[config.mk]
export PLATFORM = sky130hd
export DESIGN_NAME = vag_adpcm_decoder_unit_flat
export DESIGN_NICKNAME = d
export VERILOG_FILES = /design/src/design/vag_pkg.sv /design/src/design/vag_if.sv /design/src/design/vag_front.sv /design/src/design/vag_queue.sv /design/src/design/vag_back.sv /design/src/design/vag_adpcm_decoder_unit.sv /design/src/flat_wrapper.sv
export SDC_FILE = /design/constraint.sdc
export NUM_CORES = 1
export LEC_CHECK = 0
export BUFFER_PORTS_ARGS = -buffer_cell sky130_fd_sc_hd__clkbuf_2
export CAP_MARGIN = 40
export CORE_UTILIZATION = 35
export DETAILED_ROUTE_END_ITERATION = 8
export PLACE_DENSITY = 0.52
export REMOVE_ABC_BUFFERS = 1
export SLEW_MARGIN = 20
export SYNTH_ARGS = -nofsm -noshare
export SYNTH_HDL_FRONTEND = slang
export SYNTH_SLANG_ARGS = --single-unit
[constraint.sdc]
create_clock -name clk_i -period 9 [get_ports clk_i]
set_input_delay 0 -clock clk_i [delete_from_list [all_inputs] [get_ports clk_i]]
set_output_delay 0 -clock clk_i [all_outputs]
set_load 0.005 [all_outputs]
[src/design/vag_pkg.sv]
// ----------------------------------------------------------------------------
// vag_pkg: shared types and constants of the VAG ADPCM decoder
// Command beat between front and back end, result status codes and the
// predictor coefficient table.
// ----------------------------------------------------------------------------
`default_nettype none

package vag_pkg;

  // result status codes
  localparam logic [1:0] StatSample = 2'd0;
  localparam logic [1:0] StatFinal  = 2'd1;
  localparam logic [1:0] StatError  = 2'd2;

  // header limits
  localparam logic [3:0] MaxPredictor = 4'd4;
  localparam logic [3:0] MaxShift     = 4'd12;

  // block layout
  localparam logic [3:0] PosHeader = 4'd0;
  localparam logic [3:0] PosFlags  = 4'd1;
  localparam logic [3:0] PosLast   = 4'd15;

  // flag codes that end the clip after the block
  localparam logic [7:0] FlagEndBit = 8'h01;
  localparam logic [7:0] FlagEndAlt = 8'h07;

  // default depth of the command queue
  localparam int unsigned QueueDepth = 4;

  // one command from front to back end
  typedef struct packed {
    logic       is_err;  // invalid header: emit error result
    logic [7:0] data;    // two nibbles, low first
    logic [2:0] pred;    // predictor index
    logic [3:0] shift;   // shift amount
    logic       clr;     // clear history before the first nibble
    logic       fin;     // second sample ends the clip
  } vag_cmd_t;

  // coefficient pair of a predictor
  function automatic logic signed [7:0] coef_a(input logic [2:0] pred);
    logic signed [7:0] c;
    case (pred)
      3'd1:    c = 8'sd60;
      3'd2:    c = 8'sd115;
      3'd3:    c = 8'sd98;
      3'd4:    c = 8'sd122;
      default: c = 8'sd0;
    endcase
    return c;
  endfunction

  function automatic logic signed [7:0] coef_b(input logic [2:0] pred);
    logic signed [7:0] c;
    case (pred)
      3'd2:    c = -8'sd52;
      3'd3:    c = -8'sd55;
      3'd4:    c = -8'sd60;
      default: c = 8'sd0;
    endcase
    return c;
  endfunction

endpackage

`default_nettype wire

[src/design/vag_if.sv]
// ----------------------------------------------------------------------------
// vag_if: channel interfaces of the VAG ADPCM decoder
// Byte channel into the decoder and PCM result channel out of it.
// ----------------------------------------------------------------------------
`default_nettype none

interface vag_byte_if;
  logic       valid;
  logic       ready;
  logic [7:0] data_byte;
  logic       clip_start;
  logic       data_end;

  modport source (output valid, data_byte, clip_start, data_end, input ready);
  modport sink   (input valid, data_byte, clip_start, data_end, output ready);
endinterface

interface vag_pcm_if;
  logic               valid;
  logic               ready;
  logic signed [15:0] pcm_sample;
  logic [1:0]         status;
  logic               last;

  modport source (output valid, pcm_sample, status, last, input ready);
  modport sink   (input valid, pcm_sample, status, last, output ready);
endinterface

`default_nettype wire

[src/design/vag_front.sv]
// ----------------------------------------------------------------------------
// vag_front: block parser
// Tracks the block position, takes header and flag bytes and turns sample
// bytes and bad headers into commands for the back end.
// ----------------------------------------------------------------------------
`default_nettype none

module vag_front (
  input  wire logic       clk_i,
  input  wire logic       rst_ni,
  vag_byte_if.sink        byte_i,
  input  wire logic       q_full_i,
  output vag_pkg::vag_cmd_t cmd_o,
  output logic            push_o
);

  logic [3:0] pos_q, pos_d;
  logic [2:0] pred_q, pred_d;
  logic [3:0] shift_q, shift_d;
  logic       eab_q, eab_d;
  logic       stop_q, stop_d;
  logic       clr_q, clr_d;

  logic       take;
  logic [3:0] pos_eff;
  logic       stop_eff;
  logic [3:0] hdr_pred;
  logic [3:0] hdr_shift;
  logic       bad_hdr;
  logic       fin;

  assign byte_i.ready = !q_full_i;
  assign take         = byte_i.valid && byte_i.ready;

  assign pos_eff   = byte_i.clip_start ? vag_pkg::PosHeader : pos_q;
  assign stop_eff  = byte_i.clip_start ? 1'b0 : stop_q;
  assign hdr_pred  = byte_i.data_byte[7:4];
  assign hdr_shift = byte_i.data_byte[3:0];
  assign bad_hdr   = (hdr_pred > vag_pkg::MaxPredictor) || (hdr_shift > vag_pkg::MaxShift);
  // a clip start forces the header position, so the stored flag is enough here
  assign fin       = byte_i.data_end || (pos_eff == vag_pkg::PosLast && eab_q);

  // per-beat parse
  always_comb begin
    pos_d   = pos_q;
    pred_d  = pred_q;
    shift_d = shift_q;
    eab_d   = eab_q;
    stop_d  = stop_q;
    clr_d   = clr_q;
    push_o  = 1'b0;
    cmd_o   = '{is_err: 1'b0, data: byte_i.data_byte, pred: pred_q, shift: shift_q,
                clr: clr_q, fin: 1'b0};
    if (take) begin
      if (byte_i.clip_start) begin
        pos_d  = vag_pkg::PosHeader;
        eab_d  = 1'b0;
        stop_d = 1'b0;
        clr_d  = 1'b1;
      end
      cmd_o.clr = clr_d;
      if (!stop_eff) begin
        if (pos_eff == vag_pkg::PosHeader) begin
          if (bad_hdr) begin
            cmd_o.is_err = 1'b1;
            push_o       = 1'b1;
            stop_d       = 1'b1;
          end else begin
            pred_d  = hdr_pred[2:0];
            shift_d = hdr_shift;
            pos_d   = vag_pkg::PosFlags;
            if (byte_i.data_end) stop_d = 1'b1;
          end
        end else if (pos_eff == vag_pkg::PosFlags) begin
          eab_d = ((byte_i.data_byte & vag_pkg::FlagEndBit) != 8'd0) ||
                  (byte_i.data_byte == vag_pkg::FlagEndAlt);
          pos_d = pos_eff + 4'd1;
          if (byte_i.data_end) stop_d = 1'b1;
        end else begin
          cmd_o.fin = fin;
          push_o    = 1'b1;
          clr_d     = 1'b0;
          pos_d     = pos_eff + 4'd1;
          if (fin) stop_d = 1'b1;
        end
      end
    end
  end

  // parser state
  always_ff @(posedge clk_i or negedge rst_ni) begin
    if (!rst_ni) begin
      pos_q   <= '0;
      pred_q  <= '0;
      shift_q <= '0;
      eab_q   <= 1'b0;
      stop_q  <= 1'b1;
      clr_q   <= 1'b1;
    end else begin
      pos_q   <= pos_d;
      pred_q  <= pred_d;
      shift_q <= shift_d;
      eab_q   <= eab_d;
      stop_q  <= stop_d;
      clr_q   <= clr_d;
    end
  end

endmodule

`default_nettype wire

[src/design/vag_queue.sv]
// ----------------------------------------------------------------------------
// vag_queue: command queue
// Small register FIFO that decouples the parser from the sample decoder.
// ----------------------------------------------------------------------------
`default_nettype none

module vag_queue #(
  parameter int unsigned Depth = vag_pkg::QueueDepth
) (
  input  wire logic              clk_i,
  input  wire logic              rst_ni,
  input  wire logic              push_i,
  input  wire vag_pkg::vag_cmd_t push_data_i,
  output logic                   full_o,
  input  wire logic              pop_i,
  output logic                   valid_o,
  output vag_pkg::vag_cmd_t      pop_data_o
);

  localparam int unsigned PtrW = (Depth > 1) ? $clog2(Depth) : 1;
  localparam int unsigned CntW = $clog2(Depth + 1);

  vag_pkg::vag_cmd_t mem_q [Depth];
  logic [PtrW-1:0]   wr_q, rd_q;
  logic [CntW-1:0]   cnt_q;

  logic do_push, do_pop;

  assign full_o     = (cnt_q == CntW'(Depth));
  assign valid_o    = (cnt_q != '0);
  assign pop_data_o = mem_q[rd_q];
  assign do_push    = push_i && !full_o;
  assign do_pop     = pop_i && valid_o;

  // storage
  always_ff @(posedge clk_i) begin
    if (do_push) mem_q[wr_q] <= push_data_i;
  end

  // pointers and fill count
  always_ff @(posedge clk_i or negedge rst_ni) begin
    if (!rst_ni) begin
      wr_q  <= '0;
      rd_q  <= '0;
      cnt_q <= '0;
    end else begin
      if (do_push) wr_q <= (wr_q == PtrW'(Depth - 1)) ? '0 : wr_q + PtrW'(1);
      if (do_pop)  rd_q <= (rd_q == PtrW'(Depth - 1)) ? '0 : rd_q + PtrW'(1);
      if (do_push && !do_pop)      cnt_q <= cnt_q + CntW'(1);
      else if (do_pop && !do_push) cnt_q <= cnt_q - CntW'(1);
    end
  end

endmodule

`default_nettype wire

[src/design/vag_back.sv]
// ----------------------------------------------------------------------------
// vag_back: sample decoder
// Decodes one nibble per cycle against the two history samples while pcm_o
// is not stalled, and holds each result in an output register until it is taken.
// ----------------------------------------------------------------------------
`default_nettype none

module vag_back (
  input  wire logic              clk_i,
  input  wire logic              rst_ni,
  input  wire logic              cmd_valid_i,
  input  wire vag_pkg::vag_cmd_t cmd_i,
  output logic                   pop_o,
  vag_pcm_if.source              pcm_o
);

  logic signed [15:0] hist1_q, hist2_q;
  logic               phase_q;
  logic               ovalid_q;
  logic signed [15:0] opcm_q;
  logic [1:0]         ostat_q;
  logic               olast_q;

  logic               go;
  logic [3:0]         nib;
  logic signed [15:0] h1, h2;
  logic signed [15:0] base;
  logic signed [23:0] p1, p2;
  logic signed [25:0] acc;
  logic signed [19:0] pr;
  logic signed [20:0] sum;
  logic signed [15:0] sat;

  assign go    = cmd_valid_i && (!ovalid_q || pcm_o.ready);
  assign pop_o = go && (cmd_i.is_err || phase_q);

  // one sample: scaled nibble plus rounded prediction, saturated
  always_comb begin
    nib  = phase_q ? cmd_i.data[7:4] : cmd_i.data[3:0];
    h1   = (cmd_i.clr && !phase_q) ? 16'sd0 : hist1_q;
    h2   = (cmd_i.clr && !phase_q) ? 16'sd0 : hist2_q;
    base = $signed({nib, 12'd0}) >>> cmd_i.shift;
    p1   = 24'(h1) * 24'(vag_pkg::coef_a(cmd_i.pred));
    p2   = 24'(h2) * 24'(vag_pkg::coef_b(cmd_i.pred));
    acc  = 26'(p1) + 26'(p2) + 26'sd32;
    pr   = 20'(acc >>> 6);
    sum  = 21'(base) + 21'(pr);
    if (sum > 21'sd32767)       sat = 16'sd32767;
    else if (sum < -21'sd32768) sat = -16'sd32768;
    else                        sat = 16'(sum);
  end

  // history and nibble phase
  always_ff @(posedge clk_i or negedge rst_ni) begin
    if (!rst_ni) begin
      hist1_q <= '0;
      hist2_q <= '0;
      phase_q <= 1'b0;
    end else if (go && !cmd_i.is_err) begin
      hist1_q <= sat;
      hist2_q <= h1;
      phase_q <= !phase_q;
    end
  end

  // output register
  always_ff @(posedge clk_i or negedge rst_ni) begin
    if (!rst_ni) begin
      ovalid_q <= 1'b0;
    end else if (go) begin
      ovalid_q <= 1'b1;
    end else if (pcm_o.ready) begin
      ovalid_q <= 1'b0;
    end
  end

  always_ff @(posedge clk_i) begin
    if (go) begin
      if (cmd_i.is_err) begin
        opcm_q  <= '0;
        ostat_q <= vag_pkg::StatError;
        olast_q <= 1'b1;
      end else begin
        opcm_q  <= sat;
        ostat_q <= (phase_q && cmd_i.fin) ? vag_pkg::StatFinal : vag_pkg::StatSample;
        olast_q <= phase_q;
      end
    end
  end

  assign pcm_o.valid      = ovalid_q;
  assign pcm_o.pcm_sample = opcm_q;
  assign pcm_o.status     = ostat_q;
  assign pcm_o.last       = olast_q;

endmodule

`default_nettype wire

[src/design/vag_adpcm_decoder_unit.sv]
// ----------------------------------------------------------------------------
// vag_adpcm_decoder_unit: PSX VAG ADPCM decoder
// Feed the ADPCM data area on byte_i, one byte per beat in 16-byte blocks,
// with clip_start on the first byte of a clip and data_end on the last.
// Samples leave on pcm_o, two per sample byte, low nibble first; a bad
// block header gives one error beat (status 2) and stops the clip.
// Header and flag bytes give no beat. A sample byte is decoded one nibble
// at a time by the single multiply-add unit that carries the history from
// one sample to the next. With the queue empty, the first sample of a byte
// passes through the queue and then the output register before it is
// valid on pcm_o.
// The parser runs ahead through a command queue of QueueDepth entries;
// byte_i.ready drops only when that queue is full. When pcm_o stalls, the
// result holds in its output register and the queue fills behind it.
// Reset: history cleared, clip stopped; bytes are ignored until clip_start.
// ----------------------------------------------------------------------------
`default_nettype none

module vag_adpcm_decoder_unit #(
  parameter int unsigned QueueDepth = vag_pkg::QueueDepth
) (
  input  wire logic clk_i,
  input  wire logic rst_ni,
  vag_byte_if.sink  byte_i,
  vag_pcm_if.source pcm_o
);

  vag_pkg::vag_cmd_t push_cmd, pop_cmd;
  logic              push, q_full, pop, q_valid;

  vag_front u_front (
    .clk_i   (clk_i),
    .rst_ni  (rst_ni),
    .byte_i  (byte_i),
    .q_full_i(q_full),
    .cmd_o   (push_cmd),
    .push_o  (push)
  );

  vag_queue #(
    .Depth(QueueDepth)
  ) u_queue (
    .clk_i      (clk_i),
    .rst_ni     (rst_ni),
    .push_i     (push),
    .push_data_i(push_cmd),
    .full_o     (q_full),
    .pop_i      (pop),
    .valid_o    (q_valid),
    .pop_data_o (pop_cmd)
  );

  vag_back u_back (
    .clk_i      (clk_i),
    .rst_ni     (rst_ni),
    .cmd_valid_i(q_valid),
    .cmd_i      (pop_cmd),
    .pop_o      (pop),
    .pcm_o      (pcm_o)
  );

endmodule

`default_nettype wire
[src/flat_wrapper.sv]
// flat-port wrapper written by rule: the top's interface ports become plain ports
module vag_adpcm_decoder_unit_flat 
#(
  parameter int unsigned QueueDepth = vag_pkg::QueueDepth
)
  (clk_i, rst_ni, byte_i_valid, byte_i_data_byte, byte_i_clip_start, byte_i_data_end, byte_i_ready, pcm_o_valid, pcm_o_pcm_sample, pcm_o_status, pcm_o_last, pcm_o_ready);
  vag_byte_if byte_i_i ();
  vag_pcm_if pcm_o_i ();
  input  wire logic clk_i;
  input  wire logic rst_ni;
  input wire logic [$bits(byte_i_i.valid)-1:0] byte_i_valid;
  input wire logic [$bits(byte_i_i.data_byte)-1:0] byte_i_data_byte;
  input wire logic [$bits(byte_i_i.clip_start)-1:0] byte_i_clip_start;
  input wire logic [$bits(byte_i_i.data_end)-1:0] byte_i_data_end;
  output wire logic [$bits(byte_i_i.ready)-1:0] byte_i_ready;
  output wire logic [$bits(pcm_o_i.valid)-1:0] pcm_o_valid;
  output wire logic [$bits(pcm_o_i.pcm_sample)-1:0] pcm_o_pcm_sample;
  output wire logic [$bits(pcm_o_i.status)-1:0] pcm_o_status;
  output wire logic [$bits(pcm_o_i.last)-1:0] pcm_o_last;
  input wire logic [$bits(pcm_o_i.ready)-1:0] pcm_o_ready;
  assign byte_i_i.valid = byte_i_valid;
  assign byte_i_i.data_byte = byte_i_data_byte;
  assign byte_i_i.clip_start = byte_i_clip_start;
  assign byte_i_i.data_end = byte_i_data_end;
  assign byte_i_ready = byte_i_i.ready;
  assign pcm_o_valid = pcm_o_i.valid;
  assign pcm_o_pcm_sample = pcm_o_i.pcm_sample;
  assign pcm_o_status = pcm_o_i.status;
  assign pcm_o_last = pcm_o_i.last;
  assign pcm_o_i.ready = pcm_o_ready;
  vag_adpcm_decoder_unit #(.QueueDepth(QueueDepth)) u_core (.clk_i(clk_i), .rst_ni(rst_ni), .byte_i(byte_i_i), .pcm_o(pcm_o_i));
endmodule
==> results of run 1 <==
worst max-delay path, delay by kind of cell, from the launching register on:
| family | cells | cell delay [ps] |
|---|---|---|
| fa+ha+maj | 8 | 3610 |
| compound gates | 10 | 2020 |
| buf+inv | 10 | 1260 |
| flops | 1 | 370 |
| simple gates | 8 | 1200 |
| xor+xnor | 1 | 150 |
| mux | 1 | 620 |
cell usage in the layout, fill, tap and decap left out, drive strengths merged, types with 51 or more instances in the layout:
master  instances
inv           280
o21ai          51
fa            189
clkbuf         51
ha            134
nand2          89
a21oi          61
dfrtp          53
nor2          159
buf           246
edfxtp         91
cell type report:
class                           count  area (um^2)
Clock buffer                       17          425
Clock inverter                     15          144
Fill cell                        3855        22800
Inverter                          272         1030
Multi-Input combinational cell    983        10300
Sequential cell                   146         4110
Tap cell                          539          674
Timing Repair Buffer              294         2460
cells by family after synthesis:
kind of cell / synth area share (%)
adder cells (fa/ha/maj): 36.8
flip-flops: 27.7
buffers and inverters: 8.17
XOR/XNOR: 2.95
multiplexers: 4.17
AO/OA/AOI/OAI: 8.95
AND/OR/NAND/NOR: 11.3
registers in the layout (all words and copies together) (netlist names), 2 cells and up:
name,cells
u_core.u_front.shift_q,4
u_core.u_back.hist2_q,16
u_core.u_back.pcm_o.pcm_sample,16
u_core.u_back.hist1_q,16
u_core.u_queue.rd_q,2
u_core.u_back.pcm_o.status,2
u_core.u_front.pos_q,4
u_core.u_queue.wr_q,2
u_core.u_front.pred_q,3
u_core.u_queue.mem_q,72
u_core.u_queue.cnt_q,3
metal layers:
metal | vias to the layer above | GRT usage [%] | wire, um
met3 | 50 | 2.38 | 1060
li1 | 5279 | - | -
met2 | 179 | 34.0 | 20000
met5 | - | 0 | 0
met4 | 0 | 5.47 | 838
met1 | 5444 | 24.1 | 17300
stage by stage:
stage,hold slack (ps),std cells
finish,117,2266
global route,144,2266
CTS,119,2257
detailed placement,54.5,2180
global placement,207,2175
floorplan,-296,1400
worst min path at each step:
stage,to,slack (ps),depth (start not counted)
floorplan,u_core.u_back.hist1_q[0],-300,0
global placement,u_core.u_back.pcm_o.valid,210,2
detailed placement,u_core.u_front.pos_q[1],50,2
CTS,u_core.u_front.pos_q[0],120,3
global route,u_core.u_front.pos_q[1],140,3
finish,u_core.u_front.pos_q[1],120,3
what timing repair did:
item | in CTS | in global routing
pin swaps | 52 | 18
resized for setup | 164 | 53
endpoints found under the hold margin | 101 | 0
gates cloned | 4 | 1
setup endpoints to repair | 31 | 32
setup buffers | 29 | 10
hold buffers | 13 | 0
==> metrics.md, run 1 <==
| Metric | Value |
|---|---|
| Detailed Route WL | 39.3 mm |
| Pre-Repair DR Iteration Count | 5 |
| Antenna-violating nets left | 0 |
| DP HPWL | 31.0 mm |
| Highest cell delay on the worst timing path | 620 ps |
| CP arrival | 9690 ps |
| Number of core rows | 75 |
| Fin nets | 2051 |
| Max_cap viols | 0 |
| #FFs+latches synth | 146 |
| Final cycle utilization of the critical path | 104% |
| RePlAce Congestion | 0.892 |
| # diodes | 0 |
| Core area | 0.0419 mm^2 |
| Avg Cell Area, Syn | 10.3 um^2 |
| I/O Buffers | 34 |
| Top FF cell, synth | edfxtp_1 |
| Unique cell type count in the Yosys netlist | 71 |
| Unrepaired setup endpoints after global routing | yes |
| Die Y-Extent | 208 um |
| Reg2Reg Depth | 38 |
| Cells after Synth | 1443 |
| Remaining DRCs | 0 |
| Share of the yosys chip area belonging to registers | 27.7% |
| Worst setup EP type | flip-flop |
| Max FO, Critical Path | 8 |
| Clock Tree Root | clkbuf_16 |
| H-tree Lvls | 4 |
| Hold Vio Cnt, Final | 0 |
| Clock buffer depth | 2 |
| Fin crit period | 9370 ps |
| Slowest stage cell, crit path | mux4_2 |
| RR Startpoint | u_core.u_queue.rd_q[0] |
| Synth Cell Area | 0.0149 mm^2 |
| Clock Skews | 15.1 ps |
| Area contributors post-synth | fa_1, edfxtp_1, ha_1, dfrtp_1, inv_1 |
| Setup WS pre-CTS | -590 ps |
| Area leader, netlist | fa_1 |
| Clock slew at reported path FFs | 70 ps |
| GRT Total Usage | 19.1% |
| Number of synthesized flops with an enable pin | 91 |
| I/O pin count | 35 |
| Hold Path Class | input port to async pin |
| Post-Route Utilization | 45.7% |
| Slew margin rel. | 58.9% |
| DR vias | 11000 |
| Clock net sink count | 146 |
| Failing checks | setup timing |
| Critical path class | flip-flop to flip-flop |
| Post-route cell area | 0.0192 mm^2 |
| Initial antenna violation count | 0 |
| Top-count cell post-synth | inv_1 |
| Dpl cell area | 0.0172 mm^2 |
| Critical path's most frequent cell | buf_4 |
| Pin count of the biggest net entering global routing | 53 |
| Worst Setup EP | u_core.u_back.hist1_q[3] |
| Drt via density | 4.83 |
| Initial Util | 35.4% |
| Global-route wire length before repair | 63.8 mm |
| Top-area cell type share of the netlist area | 25.5% |
| Vias in the first global route | 11900 |
| Async SR Flop Fraction | 37.7% |
| Starting DRC count in detailed routing | 429 |
| Layout cell share with drive strength beyond 1 | 29.5% |
| Crit. Startpoint | u_core.u_queue.rd_q[0] |
| Synth warnings | 0 |
| Startpoint types | flip-flop |
| Chip width | 208 um |
| Status | complete, but fails checks |
| Setup TNS | -8770 ps |
| Final setup margin | -366 ps |
| R2R Path End | u_core.u_back.hist1_q[3] |
| R2r setup slk | -370 ps |
| Worst Max-Slew Pin Slew | 612 ps |
| Top cell types by occurrence after synthesis | inv_1, fa_1, nor2_1 |
| Maximum clock frequency | 0.107 GHz |
| P&R area growth vs syn | 29.0% |
| Critical path data required time | 9320 ps |
| Clk Latency, worst-skew pair | 450 ps |
| WL per Instance | 17.3 um |
| Count of pins over their slew limit | 0 |
| Die area | 0.0433 mm^2 |
| CTS tree | yes |
| GR Overflow Total | 0 |
| Num CTS Buffers | 17 |
| Final setup fails | 30 |
Power of run 1 is not shown: default switching activity piles up to over one toggle a cycle in this logic, so the estimate is an artifact.
==> run 2: changes to the inputs <==
--- a/config.mk
+++ b/config.mk
@@ -10,7 +10,6 @@
 export CORE_UTILIZATION = 35
 export DETAILED_ROUTE_END_ITERATION = 8
 export PLACE_DENSITY = 0.52
-export REMOVE_ABC_BUFFERS = 1
 export SLEW_MARGIN = 20
 export SYNTH_ARGS = -nofsm -noshare
 export SYNTH_HDL_FRONTEND = slang
==> run 2 against run 1 <==
The flow still finishes with violations (setup timing). Count of clock-buffer cells in the layout up 2. First-iteration DRC count up 26%. Setup slack worse by 5.9 ps. Core utilization down 0.54 points. Critical endpoint is now u_core.u_back.pcm_o.pcm_sample[6]. Largest cell class unchanged.
==> metrics.md, run 2 (synthesis gave the netlist of run 1 again) <==
| Metric | Value |
|---|---|
| Post-route cell area | 0.0189 mm^2 |
| Clk Latency, worst-skew pair | 440 ps |
| Pre-Repair DR Iteration Count | 5 |
| Synth Net Count | 1780 |
| Drt via density | 4.87 |
| RR Startpoint | u_core.u_queue.rd_q[0] |
| Cell family with most CP delay | adder cells |
| Failing checks | setup timing |
| Most frequent cells in the layout | inv_1, buf_4, fa_1 |
| WL per Instance | 17.2 um |
| Num CTS Buffers | 17 |
| Max reg flops | 72 |
| Most common cell after layout, fill and taps aside | inv_1 |
| GRT busiest layer | met2 |
| CTS tree | yes |
| Worst setup EP type | flip-flop |
| Antenna-violating nets left | 0 |
| Core area | 0.0419 mm^2 |
| CP arrival | 9640 ps |
| R2r setup slk | -370 ps |
| Layout cell share with drive strength beyond 1 | 28.0% |
| Reg2Reg Depth | 38 |
| Maximum clock frequency | 0.107 GHz |
| Setup WS pre-CTS | -763 ps |
| I/O pin count | 35 |
| Dpl cell area | 0.0173 mm^2 |
| Critical path's most frequent cell | fa_1 |
| Post-Route Utilization | 45.1% |
| Detailed Route WL | 39.0 mm |
| Initial antenna violation count | 0 |
| Die area | 0.0433 mm^2 |
| Starting DRC count in detailed routing | 540 |
| Unrepaired setup endpoints after global routing | yes |
| Pin count of the biggest net entering global routing | 52 |
| Slowest stage cell, crit path | mux4_2 |
| H-tree Lvls | 4 |
| Fin crit period | 9370 ps |
| R2R Path End | u_core.u_back.pcm_o.pcm_sample[6] |
| Clock slew at reported path FFs | 70 ps |
| Status | complete, but fails checks |
| Max FO, Critical Path | 13 |
| Global-route wire length before repair | 63.9 mm |
| Vias in the first global route | 11800 |
| Fin nets | 2045 |
| Startpoint types | flip-flop |
| DR vias | 11000 |
| Count of pins over their slew limit | 0 |
| GRT Total Usage | 19.1% |
| Met3 Use GR | 3.12% |
| Met1 usage | 25.3% |
| Final cycle utilization of the critical path | 104% |
| Fillers | 3930 |
| Highest cell delay on the worst timing path | 590 ps |
| Number of core rows | 75 |
| Levels on crit path | 38 |
| Hold Vio Cnt, Final | 0 |
| Remaining DRCs | 0 |
| Most flop-heavy register | u_core.u_queue.mem_q |
| Initial Util | 35.4% |
| Chip width | 208 um |
| GR Overflow Total | 0 |
| DP HPWL | 31.7 mm |
| I/O Buffers | 34 |
| Slew margin rel. | 56.9% |
| Worst Setup EP | u_core.u_back.pcm_o.pcm_sample[6] |
| Die Y-Extent | 208 um |
| Final setup margin | -372 ps |
| Worst Max-Slew Pin Slew | 646 ps |
| Final setup fails | 30 |
| Crit. Startpoint | u_core.u_queue.rd_q[0] |
| RePlAce Congestion | 0.880 |
| Clock Skews | 18.9 ps |
| Critical path class | flip-flop to flip-flop |
| Hold Path Class | input port to async pin |
| Clock buffer depth | 2 |
| M2 GR Usage | 32.1% |
| Clock net sink count | 146 |
| Critical path data required time | 9270 ps |
| P&R area growth vs syn | 27.5% |
| # diodes | 0 |
| CP Buf/Inv Count | 9 |
| Clock Tree Root | clkbuf_16 |
| Max_cap viols | 0 |
-- run 2: area by class of cell --
cell class,instances,area [um^2],share of cell area [%]
multi-input cells,984,10300,54.3
well taps,539,674,3.56
inverters,272,1030,5.42
clock inverters,13,118,0.621
flip-flops and latches,146,4110,21.7
repair buffers,287,2290,12.1
clock buffers,19,433,2.29
-- run 2: how the worst min path moves through the flow --
| stage | from | end | slack (ps) |
|---|---|---|---|
| 2_1_floorplan | rst_ni | u_core.u_back.hist1_q[0] | -300 |
| 3_3_place_gp | pcm_o_ready | u_core.u_back.pcm_o.valid | 200 |
| 3_5_place_dp | rst_ni | u_core.u_queue.cnt_q[2] | 2 |
| 4_1_cts | rst_ni | u_core.u_queue.cnt_q[2] | 60 |
| 5_1_grt | rst_ni | u_core.u_queue.cnt_q[2] | 80 |
| 6_report | rst_ni | u_core.u_queue.cnt_q[2] | 70 |
-- run 2: per-layer routing --
layer  up-vias  wire length [um]
met1      5483             17600
li1       5260                 -
met3        48              1440
met5         -                 0
met2       210             19100
met4         0               853
-- run 2: worst register-to-register path, delay by kind of cell, from the launching register on --
kind	cells	cell delay, ps
and+or+nand+nor	7	1090
xor gates and xnor gates	2	380
adders and majority gates	8	3540
DFF	1	410
AOI/OAI and AO/OA	11	2240
muxes	1	600
buffers and inverters	9	920
-- run 2: what timing repair did --
action                                 4_1_cts  5_1_grt
buffers inserted                            21       10
pin swaps                                   59       16
endpoints found under the hold margin      103        0
hold buffers                                13        0
gates cloned                                 2        1
gates resized for setup                    120       48
setup endpoints to repair                   32       32
-- run 2: through the flow --
stage	std cells	hold slack, ps	TNS [ps]
after floorplan	1443	-296	0
after global placement	2179	199	-17300
after detailed placement	2184	1.87	-20580
after CTS	2252	57.4	-8670
after global routing	2260	78.7	-19800
final	2260	71.2	-9750
Power of run 2 is left out for the same reason.
==> run 3: changes to the inputs <==
--- a/config.mk
+++ b/config.mk
@@ -10,6 +10,7 @@
 export CORE_UTILIZATION = 35
 export DETAILED_ROUTE_END_ITERATION = 8
 export PLACE_DENSITY = 0.52
+export SKIP_CTS_REPAIR_TIMING = 1
 export SLEW_MARGIN = 20
 export SYNTH_ARGS = -nofsm -noshare
 export SYNTH_HDL_FRONTEND = slang
==> run 3 against run 2 <==
Hold slack gained 3.7 ps. Core utilization shrank 0.30 points. Die area is the same. Fmax shrank 1.1%. Clock skew shrank 4.8 ps. Count of clock-buffer cells in the layout is the same. Wire length grew 0.73%. Non-clock buffer count shrank 8. Setup slack lost 100 ps. Register-to-register slack lost 100 ps. Global-route usage shrank 0.49 points. The run still ends with setup timing left.
==> metrics.md, run 3 (synthesis gave the netlist of run 1 again) <==
| Metric | Value |
|---|---|
| Status | complete, but fails checks |
| Failing checks | setup timing |
| FF/Latch Area | 0.00411 mm^2 |
| GR Overflow Total | 0 |
| Highest cell delay on the worst timing path | 600 ps |
| Max reg flops | 72 |
| DP HPWL | 31.7 mm |
| RePlAce Congestion | 0.880 |
| Pin count of the biggest net entering global routing | 52 |
| Post-Route Utilization | 44.8% |
| Clock buffer depth | 2 |
| GRT busiest layer | met2 |
| RR Startpoint | u_core.u_queue.rd_q[0] |
| Clock net sink count | 146 |
| Slowest stage cell, crit path | mux4_2 |
| Most flop-heavy register | u_core.u_queue.mem_q |
| Multi-input logic area | 0.0102 mm^2 |
| Critical path class | flip-flop to flip-flop |
| # diodes | 0 |
| Crit. Startpoint | u_core.u_queue.rd_q[0] |
| CP Buf/Inv Count | 10 |
| Die area | 0.0433 mm^2 |
| Max FO, Critical Path | 8 |
| Startpoint types | flip-flop |
| Synth Net Count | 1780 |
| Clk Latency, worst-skew pair | 440 ps |
| CP arrival | 9740 ps |
| Maximum clock frequency | 0.106 GHz |
| Post-route cell area | 0.0188 mm^2 |
| Number of core rows | 75 |
| Worst Max-Slew Pin Slew | 640 ps |
| Antenna-violating nets left | 0 |
| Fin crit period | 9470 ps |
| CTS tree | yes |
| I/O Buffers | 34 |
| Critical path's most frequent cell | fa_1 |
| Global-route wire length before repair | 62.2 mm |
| Slew margin rel. | 57.3% |
| P&R area growth vs syn | 26.6% |
| Met1 usage | 25.1% |
| Remaining DRCs | 0 |
| Clock Skews | 14.1 ps |
| Max_cap viols | 0 |
| Num CTS Buffers | 17 |
| Initial antenna violation count | 0 |
| Layout cell share with drive strength beyond 1 | 26.6% |
| Final setup margin | -472 ps |
| I/O pin count | 35 |
| Hold slack | 74.9 ps |
| Drt via density | 4.84 |
| M2 GR Usage | 30.6% |
| Hold Vio Cnt, Final | 0 |
| Final cycle utilization of the critical path | 105% |
| Clock slew at reported path FFs | 70 ps |
| Fillers | 3930 |
| Die Y-Extent | 208 um |
| Unrepaired setup endpoints after global routing | yes |
| Worst setup EP type | flip-flop |
| Critical path data required time | 9270 ps |
| WL per Instance | 17.4 um |
| R2r setup slk | -470 ps |
| Most frequent cells in the layout | inv_1, buf_4, fa_1 |
| Starting DRC count in detailed routing | 519 |
| Initial Util | 35.4% |
| Final setup fails | 30 |
| Detailed Route WL | 39.2 mm |
| Fin nets | 2037 |
| Met3 Use GR | 3.05% |
| DR vias | 10900 |
| H-tree Lvls | 4 |
| Chip width | 208 um |
| GRT Total Usage | 18.6% |
| Vias in the first global route | 11600 |
| Most common cell after layout, fill and taps aside | inv_1 |
| Pre-Repair DR Iteration Count | 4 |
| Count of pins over their slew limit | 0 |
| Clock Tree Root | clkbuf_16 |
| Cell family with most CP delay | adder cells |
| Dpl cell area | 0.0173 mm^2 |
| Hold Path Class | input port to async pin |
| Core area | 0.0419 mm^2 |
-- run 3: cell count changes in the layout (fill, tap and decap cells not counted), sizes merged --
cell / before / now
buf: 240 / 230
clkbuf: 53 / 55
-- run 3: cell type report --
class                   instances  area share (%)
flip-flops and latches        146            21.9
inverters                     272            5.45
repair buffers                279            11.9
well taps                     539            3.59
multi-input cells             984            54.2
clock inverters                13           0.625
clock buffers                  19            2.30
-- run 3: per-layer routing --
layer,routed length (um),vias to the layer above
li1,-,5239
met1,18100,5454
met2,19100,157
met3,1100,54
met4,974,0
met5,0,-
-- run 3: per-stage QoR --
| step | setup TNS [ps] | setup slack [ps] | instances |
|---|---|---|---|
| CTS | -21890 | -809 | 2216 |
| finish | -12140 | -472 | 2252 |
| floorplan | 0 | 5.95 | 1443 |
| global route | -22640 | -830 | 2252 |
| global placement | -17300 | -673 | 2179 |
| detailed placement | -20580 | -763 | 2184 |
-- run 3: worst paths after layout --
check | end | depth (start not counted)
worst max-delay path | u_core.u_back.pcm_o.pcm_sample[6] | 38
worst min-delay path | u_core.u_queue.cnt_q[2] | 3
worst max register to register | u_core.u_back.pcm_o.pcm_sample[6] | 38
worst min register to register | u_core.u_queue.cnt_q[2] | 1
max in group asynchronous | u_core.u_back.hist1_q[3] | 4
min in group clk_i | u_core.u_back.pcm_o.valid | 3
-- run 3: worst reg2reg max path: cells and delay by family (launching register included) --
| family | cells | cell delay [ps] |
|---|---|---|
| muxes | 1 | 600 |
| AOI/OAI and AO/OA | 13 | 2680 |
| buffers and inverters | 10 | 1070 |
| adders and majority gates | 8 | 3640 |
| xor gates and xnor gates | 2 | 390 |
| and+or+nand+nor | 4 | 510 |
| DFF | 1 | 430 |
Power of run 3 is left out for the same reason.
